$ cat config.mk
export PLATFORM = sky130hd
export DESIGN_NAME = lcbt_hist
export DESIGN_NICKNAME = d
export VERILOG_FILES = /design/src/hdl/lcbt_pkg.sv /design/src/hdl/lcbt_hist.sv
export SDC_FILE = /design/constraint.sdc
export NUM_CORES = 1
export LEC_CHECK = 0
export ABC_AREA = 1
export CORE_MARGIN = 10
export CORE_UTILIZATION = 25
export CTS_BUF_LIST = sky130_fd_sc_hd__clkbuf_2
export CTS_CLUSTER_DIAMETER = 80
export DETAILED_ROUTE_END_ITERATION = 8
export DONT_BUFFER_PORTS = 1
export MAX_ROUTING_LAYER = met4
export SLEW_MARGIN = 20
export SYNTH_ARGS = -nofsm -noshare
export SYNTH_HDL_FRONTEND = slang
export SYNTH_SLANG_ARGS = --single-unit
$ cat constraint.sdc
create_clock -name aclk -period 10.7 [get_ports aclk]
set_input_delay 0.535 -clock aclk [delete_from_list [all_inputs] [get_ports aclk]]
set_output_delay 0.535 -clock aclk [all_outputs]
set_load 0.05 [all_outputs]
$ cat src/hdl/lcbt_pkg.sv
// ---------------------------------------------------------------------------
// lcbt_pkg: shared types and constants of the linear complexity tester
// Field widths, histogram size, reset values and the result record that the
// histogram unit hands to the top level.
// ---------------------------------------------------------------------------
package lcbt_pkg;

    // Fixed field widths of the stream and configuration ports.
    localparam int LC_W      = 13;
    localparam int CAT_W     = 3;
    localparam int CNT_W     = 16;
    localparam int CFG_W     = 13;
    localparam int S_DATA_W  = 8;
    localparam int M_DATA_W  = 48;

    // Histogram geometry and saturation limit.
    localparam int              NUM_BINS  = 7;
    localparam logic [CAT_W-1:0] CAT_TOP  = 3'd6;
    localparam logic [CNT_W-1:0] CNT_MAX  = 16'hFFFF;

    // Block length after reset.
    localparam logic [CFG_W-1:0] LEN_RESET = 13'd500;

    // Result of one finished block, as seen after its histogram update.
    typedef struct packed {
        logic [CAT_W-1:0] category;
        logic [CNT_W-1:0] category_count;
        logic [CNT_W-1:0] blocks_done;
    } hist_res_t;

endpackage

$ cat src/hdl/lcbt_hist.sv
// ---------------------------------------------------------------------------
// lcbt_hist: category rule and saturating histogram
// Maps a finished block's complexity to one of seven bins and keeps the bin
// counts and the block count.
// ---------------------------------------------------------------------------
module lcbt_hist #(
    parameter int AW = 13
) (
    input  logic               aclk,
    input  logic               aresetn,
    input  logic               clear,
    input  logic               strobe,
    input  logic [AW-1:0]      len,
    input  logic [AW-1:0]      lc,
    output lcbt_pkg::hist_res_t res
);

    localparam int SW = AW + 3;

    logic [lcbt_pkg::CNT_W-1:0] bin_reg [lcbt_pkg::NUM_BINS];
    logic [lcbt_pkg::CNT_W-1:0] blk_reg;
    logic signed [SW-1:0]       dev;
    logic [lcbt_pkg::CAT_W-1:0] cat;
    logic [lcbt_pkg::CNT_W-1:0] cur;

    // Integer form of the deviation statistic; half the length is a shift.
    always_comb begin
        if (len[0] == 1'b0) begin
            dev = $signed({3'b000, lc}) - $signed({4'b0000, len[AW-1:1]}) + SW'(3);
        end else begin
            dev = $signed({4'b0000, len[AW-1:1]}) - $signed({3'b000, lc}) + SW'(4);
        end
        if (dev < 0) begin
            cat = '0;
        end else if (dev > SW'(lcbt_pkg::CAT_TOP)) begin
            cat = lcbt_pkg::CAT_TOP;
        end else begin
            cat = dev[lcbt_pkg::CAT_W-1:0];
        end
        cur = bin_reg[cat];
        res.category       = cat;
        res.category_count = (cur == lcbt_pkg::CNT_MAX) ? cur : cur + 1'b1;
        res.blocks_done    = (blk_reg == lcbt_pkg::CNT_MAX) ? blk_reg : blk_reg + 1'b1;
    end

    // Counts advance on each finished block and saturate.
    always_ff @(posedge aclk) begin
        if (!aresetn || clear) begin
            for (int k = 0; k < lcbt_pkg::NUM_BINS; k++) begin
                bin_reg[k] <= '0;
            end
            blk_reg <= '0;
        end else if (strobe) begin
            bin_reg[cat] <= res.category_count;
            blk_reg      <= res.blocks_done;
        end
    end

endmodule

== Word level (Yosys, flattened, before mapping) ==
Memories as Yosys holds them, arrays and structs flattened.
Cells that the tools add are included.
Widths: inputs -> output; s select.
Operators by class
  muxes and demuxes: 13
  $lt $le $gt $ge: 2
  equal/unequal tests: 2
  reductions and logical operators: 3
  add/sub/neg operators: 6
Operators with widths (number)
  $mux 16: 4
  $add 16x1->16 const B: 2
  $eq 16x16->1 const B: 2
  $gt 16x3->1 const B: 1
  $lt 16x1->1 const B: 1
  $reduce_or 16->1: 1
  $add 14x3->15 const B: 1
  $add 14x4->15 const B: 1
  $sub 12x13->14: 1
  $sub 13x12->14: 1
  $mux 3: 3
  $mux 1: 6
  $logic_not 1->1: 1
  $logic_or 1x1->1: 1
Storage, ports and cells
  bits in registers: 16
  output and inout port bits: 35
  memory bits (writable): 112
  input bits: 30
  memories: 1
  word-level logic and storage cells: 28
Memory list
  bin_reg: depth 7, width 16, rd ports 1, clocked after memory_dff 0, write ports 7, line lcbt_hist.sv:20  | logic [lcbt_pkg::CNT_W-1:0] bin_reg [lcbt_pkg::NUM_BINS];

== Logic depth before layout (Yosys ltp) ==
Gate-level depths: netlist (run 1).
An unclocked memory read counts as a cell.
  word-level depth: 10
  depth in mapped cells: 37
  mapped depth without buffers: 35

== Worst setup path after synthesis (run 1) ==
No wires, ideal clock.
  kind: input -> output
  from: in len[1]
  to: out res[21] in the netlist's numbering
  arrival: 4.303 ns
  path buffers: 1
  data required time: 10.165 ns
  stages on the path: 29
  path slack: 5.862 ns
  cells stage by stage: inv_1 > ha_1 > inv_1 > fa_1 > xnor2_1 > inv_1 > ha_1 > or2_1 > a21oi_1 > nand3_1 > o21ai_1 > nand2_1 > nor2_4 > nand3_1 > nand2_2 > inv_2 > buf_2 > nand3_1 > nand3_1 > nand2_1 > ha_1 > nand2_1 > nor2_1 > nand2_2 > clkinv_2 > nand2_4 > inv_2 > nor2_1 > inv_1
RTL lines
  from (decl): line lcbt_hist.sv:13  | input logic [AW-1:0] len,
  to (decl): line lcbt_hist.sv:15  | output lcbt_pkg::hist_res_t res

==> qor.yml, run 1 <==
run_status:
  status: "complete, no violations"
placement:
  routabilityCongestion: 0.915
  hpwlAfterDp_mm: 20.6
  place_area_um2: 10400
  port_buffers: 0
pwr:
  combPwrFrac_pct: 29.9
  peakVddDrop_mv: 0.0548
  switchingPower_mw: 0.507
  pwr_density_cell_nw_per_um2: 123
  p_leak_nw: 4.91
  seqPwrFrac_pct: 48.8
  p_int_mw: 0.802
  p_clk_share_pct: 21.3
  switching_share_pct: 38.7
logic_synthesis:
  synth_ff_type: "edfxtp_1"
  synthTopCellsByArea: "edfxtp_1 34%, nand2_1 17%, inv_1 7.9%, dfxtp_1 6.4%, nand3_1 5.9%"
  synthArstFlopShare_pct: 0
  synth_commonest_cells: "440 x nand2_1, 210 x inv_1, 137 x nor2_1, 118 x nand3_1, 112 x edfxtp_1"
  ys_seq_area_share_pct: 40.3
  synth_edf_count: 112
  synth_most_common_cell: "nand2_1"
  yosys.cell_types.count: 47
  synth_top_area_cell: "edfxtp_1"
  synthCells: 1397
  ys_warn_count: 0
  yosys.area.top_type_share_pct: 33.8
  synth_area_per_cell_um2: 7.12
  mappedNetlistArea_um2: 9940
  ys_ff_latch: 144
clock_network:
  numClockSinks: 144
  cts.path.max_buffers: 2
  cts_max_level: 4
  cts-hold-fix-buffers: 0
  cts_setup_buffers: 0
  cts_resized: 0
  clockRootBuffer: "clkbuf_2"
  cts_tree: "built"
  insertion_delay_ns: 0.71
  cts_made_buffers: 17
  clkTransAtPathRegs_ns: 0.21
sta:
  finalSetupTns_ns: 0
  hold_viol_final: 0
  post-route-min-period_ns: 7.22
  drv_slew: 0
  fin_crit_sh_pct: 67.5
  maxSlewHeadroom_pct: 23.4
  fin_skew_ns: 0.0489
  setup_violations: 0
  worstMarginPinSlew_ns: 1.14
  fmax_ghz: 0.139
  rsz0062_at_grt: "false"
critical_path:
  cp.depth: 32
  cp_num_buf_inv: 7
  cpPeakStageDelay_ns: 0.59
  endpoint_kind: "output port"
  path_class: "input pin to output port"
  required_ns: 10.17
  start_kind: "input pin"
  slowest_stage: "nand2_2"
  cp.arrival_ns: 6.69
  critPathMostFrequentCell: "nand2_1"
  crit_family: "simple AND/OR/NAND/NOR gates"
  cp_max_fo: 35
  rr_worst_depth: 15
finish:
  final_area_um2: 10600
  largest_reg_flops: 128
  nets: 1449
  final_layout_size_suffix_gt1_share_pct: 7.35
  antenna_cells: 0
  area_growth_pct: 6.91
floorplanning:
  fp.dieW_um: 219
  die_area_um2: 48100
  die_h_um: 219
  ioPinCount: 65
  fp-row-count: 72
  initial_core_util_pct: 25.5
  coreArea_um2: 39000
min_path:
  whs_path_depth: 3
  min_path_type: "input pin to register"
run:
  maxCapViolCount: 0
detailed_routing:
  routedWlPerCell_um: 15.0
  drt-initial-drc-count: 737
  drcViolationCount: 0
  vias_per_cell: 4.65
  drt-pass1-iter-count: 5
  antenna_left: 0
  vias: 8930
  routed_wl_mm: 28.9
global_route:
  grt_max_degree: 43
  grt-ovfl-total: 0
  grt_pass1_vias: 8717
  grtUsageTotal_pct: 12.4
  grt_first_pass_wirelength_mm: 46.3
  antenna_found_initial: 0
==> kinds of logic after synthesis <==
group	count (synthesis)	synth area share [%]
other	1	0.0377
AND/OR/NAND/NOR	828	37.0
flip-flops	144	40.3
buffers and inverters	275	11.6
XOR/XNOR	17	1.50
AO/OA/AOI/OAI	102	5.61
adder cells (fa/ha/maj)	30	3.93
==> cell usage in the layout, fill, tap and decap left out, drive strengths merged, types with 3 or more instances in the layout <==
cell type,Yosys,routed
nand2,459,459
inv,218,218
nor2,146,146
nand3,130,130
edfxtp,112,112
nand4,74,74
o21ai,50,50
a21oi,37,37
dfxtp,32,32
ha,28,28
clkbuf,15,19
conb,1,16
xor2,15,15
buf,40,13
clkinv,2,10
nor3,8,8
o22ai,6,6
clkinvlp,0,4
and2,3,3
or2,3,3
==> power groups by stage <==
| stage | Combinational, mW | Clock, mW | Sequential, mW |
|---|---|---|---|
| 2_1_floorplan | 0.305 | 0 | 0.648 |
| 3_3_place_gp | 0.389 | 0 | 0.651 |
| 3_5_place_dp | 0.391 | 0 | 0.651 |
| 4_1_cts | 0.393 | 0.288 | 0.639 |
| 5_1_grt | 0.440 | 0.310 | 0.641 |
| 6_report | 0.391 | 0.279 | 0.639 |
==> tightest hold or removal path, cell delays in order <==
cell and delay (ns):
nor2_1 0.08, nand2_1 0.07, o21ai_0 0.06
==> cell type report <==
cell class | count | area [um^2]
Fill cell | 4274 | 28400
Inverter | 220 | 827
Timing Repair Buffer | 13 | 97.6
Tap cell | 518 | 648
Multi-Input combinational cell | 993 | 4860
Clock inverter | 13 | 100
Clock buffer | 19 | 95.1
Sequential cell | 144 | 4000
==> per-layer routing <==
layer | global-route usage [%] | part of all wire, % | vias up
met5 | - | 0 | -
met2 | 21.1 | 50 | 231
met1 | 14.2 | 42 | 4189
li1 | - | - | 4465
met3 | 2.89 | 6.0 | 45
met4 | 3.56 | 2.2 | 0
==> final timing paths <==
check	start	end	slack (ns)
setup / recovery	len[3]	res[22]	3.48
setup reg to reg	bin_reg[3][1]	bin_reg[5][10]	7.83
hold / removal	strobe	blk_reg[7]	0.08
hold reg to reg	blk_reg[7]	blk_reg[7]	0.52
==> metrics by stage <==
step	setup slack, ns	cells	total power, mW	util (%)	hold slack [ns]
final	3.48	1920	1.31	27.2	0.0770
after global routing	2.67	1920	1.39	27.2	0.0299
after CTS	3.51	1920	1.32	27.2	0.0269
after detailed placement	3.46	1888	1.04	26.7	0.498
after global placement	3.57	1888	1.04	26.7	0.494
after floorplan	5.86	1412	0.952	-	0.469
(Power assumes the default switching activity.)
==> inputs of run 2 (changes only) <==
Clock period 10.7 ns to 7.1 ns, I/O delays scaled along.
==> qor.yml, run 2 (synthesis gave the netlist of run 1 again) <==
clock_network:
  clkTransAtPathRegs_ns: 0.23  # was 0.21 ns
  cts_made_buffers: 17  # unchanged
  cts_tree: "built"  # unchanged
  insertion_delay_ns: 0.73  # was 0.71 ns
  cts.path.max_buffers: 2  # unchanged
  cts_max_level: 4  # unchanged
  clockRootBuffer: "clkbuf_2"  # unchanged
  numClockSinks: 144  # unchanged
sta:
  fin_crit_sh_pct: 83.3
  maxSlewHeadroom_pct: 21.8  # was 23.4%
  finalSetupTns_ns: 0  # unchanged
  rsz0062_at_grt: "false"  # unchanged
  drv_slew: 0  # unchanged
  setup_violations: 0  # unchanged
  fmax_ghz: 0.169
  post-route-min-period_ns: 5.91
  worstMarginPinSlew_ns: 1.17  # was 1.14 ns
  hold_viol_final: 0  # unchanged
  fin_skew_ns: 0.0383  # was 0.0489 ns
detailed_routing:
  antenna_left: 0  # unchanged
  drcViolationCount: 0  # unchanged
  drt-pass1-iter-count: 6  # was 5
  routedWlPerCell_um: 15.3  # was 15.0 um
  vias: 9040  # was 8,930
  vias_per_cell: 4.65  # about the same
  drt-initial-drc-count: 667  # was 737
  routed_wl_mm: 29.7  # was 28.9 mm
floorplanning:
  die_area_um2: 48100  # unchanged
  ioPinCount: 65  # unchanged
  die_h_um: 219  # unchanged
  coreArea_um2: 39000  # unchanged
  fp-row-count: 72  # unchanged
  initial_core_util_pct: 25.5  # unchanged
  fp.dieW_um: 219  # unchanged
critical_path:
  cp_max_fo: 30  # was 35
  start_kind: "input pin"  # unchanged
  rr_worst_depth: 12  # was 15
  required_ns: 6.74  # was 10.17 ns
  cpPeakStageDelay_ns: 0.64  # was 0.59 ns
  path_class: "input pin to output port"  # unchanged
  endpoint_kind: "output port"  # unchanged
  slowest_stage: "nand3_2"  # was nand2_2
  cp.arrival_ns: 5.56  # was 6.69 ns
finish:
  area_growth_pct: 9.94  # was 6.91%
  final_cell_mix: "440 x nand2_1, 210 x inv_1, 134 x nor2_1"  # unchanged
  final_common_cell: "nand2_1"  # unchanged
  final_layout_size_suffix_gt1_share_pct: 8.78  # was 7.35%
  largest_reg_flops: 128  # unchanged
  nets: 1470  # was 1,449
  final_util_pct: 28.0  # was 27.2%
global_route:
  grtUsageTotal_pct: 12.5  # was 12.4%
  grt_pass1_vias: 8473  # was 8,717
  grt_max_degree: 36  # was 43
  grt-ovfl-total: 0  # unchanged
  grt_first_pass_wirelength_mm: 46.5  # was 46.3 mm
  antenna_found_initial: 1  # was 0
placement:
  routabilityCongestion: 0.949  # was 0.915
  hpwlAfterDp_mm: 21.3  # was 20.6 mm
  port_buffers: 0  # unchanged
pwr:
  p_leak_nw: 5.09  # was 4.91 nW
  peakVddDrop_mv: 0.117  # was 0.0548 mV
  pwr_density_cell_nw_per_um2: 201  # was 123 nW/um^2
min_path:
  whs_path_depth: 5  # was 3
  min_path_type: "input pin to register"  # unchanged
run_status:
  status: "complete, no violations"  # unchanged
run:
  maxCapViolCount: 0  # unchanged
[run 2: cell count changes in the layout (fill, tap and decap cells not counted), moves of 3 or more]
cell | before | now
buf_12 | 0 | 3
clkinvlp_4 | 4 | 0
bufinv_16 | 1 | 5
buf_4 | 13 | 29
inv_2 | 8 | 11
clkinv_1 | 4 | 1
[run 2: where the power goes]
part	internal (mW)	switching (mW)	leakage (nW)	total (mW)
clock	0.267	0.324	0.184	0.591
sequential	0.951	0.0121	1.49	0.963
combinational	0.171	0.467	3.42	0.638
total	1.39	0.803	5.09	2.19
[run 2: per-layer routing]
metal | part of all wire, % | up-vias | GRT usage [%]
li1 | - | 4510 | -
met1 | 44 | 4248 | 15.1
met2 | 49 | 250 | 21.5
met3 | 4.9 | 32 | 1.98
met4 | 1.4 | 0 | 2.80
met5 | 0 | - | -
[run 2: final timing paths]
| path | start | end | slack, ns |
|---|---|---|---|
| setup reg to reg | blk_reg[0] | blk_reg[6] | 4.41 |
| hold reg to reg | blk_reg[7] | blk_reg[7] | 0.52 |
| setup / recovery | len[1] | res[21] | 1.19 |
| hold / removal | aresetn | bin_reg[6][5] | 0.08 |
[run 2: final cells by class]
cell class | instances | area [um^2]
sequential | 144 | 4000
clock inverter | 15 | 213
tap | 518 | 648
inverter | 220 | 827
fill | 4250 | 28100
clock buffer | 17 | 85.1
timing repair buffer | 34 | 298
antenna | 1 | 2.50
multi-input combinational | 993 | 4850
[run 2: through the flow]
| stage | power [mW] | hold WS [ns] | instance area (um^2) | instances | setup WS [ns] |
|---|---|---|---|---|---|
| floorplan | 1.44 | 0.469 | 10000 | 1412 | 2.44 |
| global route | 2.30 | 0.0286 | 10900 | 1942 | 0.717 |
| global placement | 1.61 | 0.491 | 10600 | 1907 | 1.26 |
| CTS | 2.20 | 0.00424 | 10900 | 1940 | 1.24 |
| finish | 2.19 | 0.0803 | 10900 | 1942 | 1.19 |
| detailed placement | 1.62 | 0.503 | 10600 | 1907 | 1.13 |
[run 2: worst max-delay path, delay by kind of cell]
kind | cells | cell delay (ns)
xor gates and xnor gates | 1 | 0.28
and+or+nand+nor | 14 | 2.29
buffers and inverters | 8 | 1.27
AOI/OAI and AO/OA | 2 | 0.30
adders and majority gates | 4 | 1.05
[run 2: timing repair]
| action | CTS | global route |
|---|---|---|
| endpoints found under the hold margin | 2 | 2 |
| resized for setup | 0 | 0 |
| setup buffers | 0 | 0 |
| hold buffers | 1 | 1 |
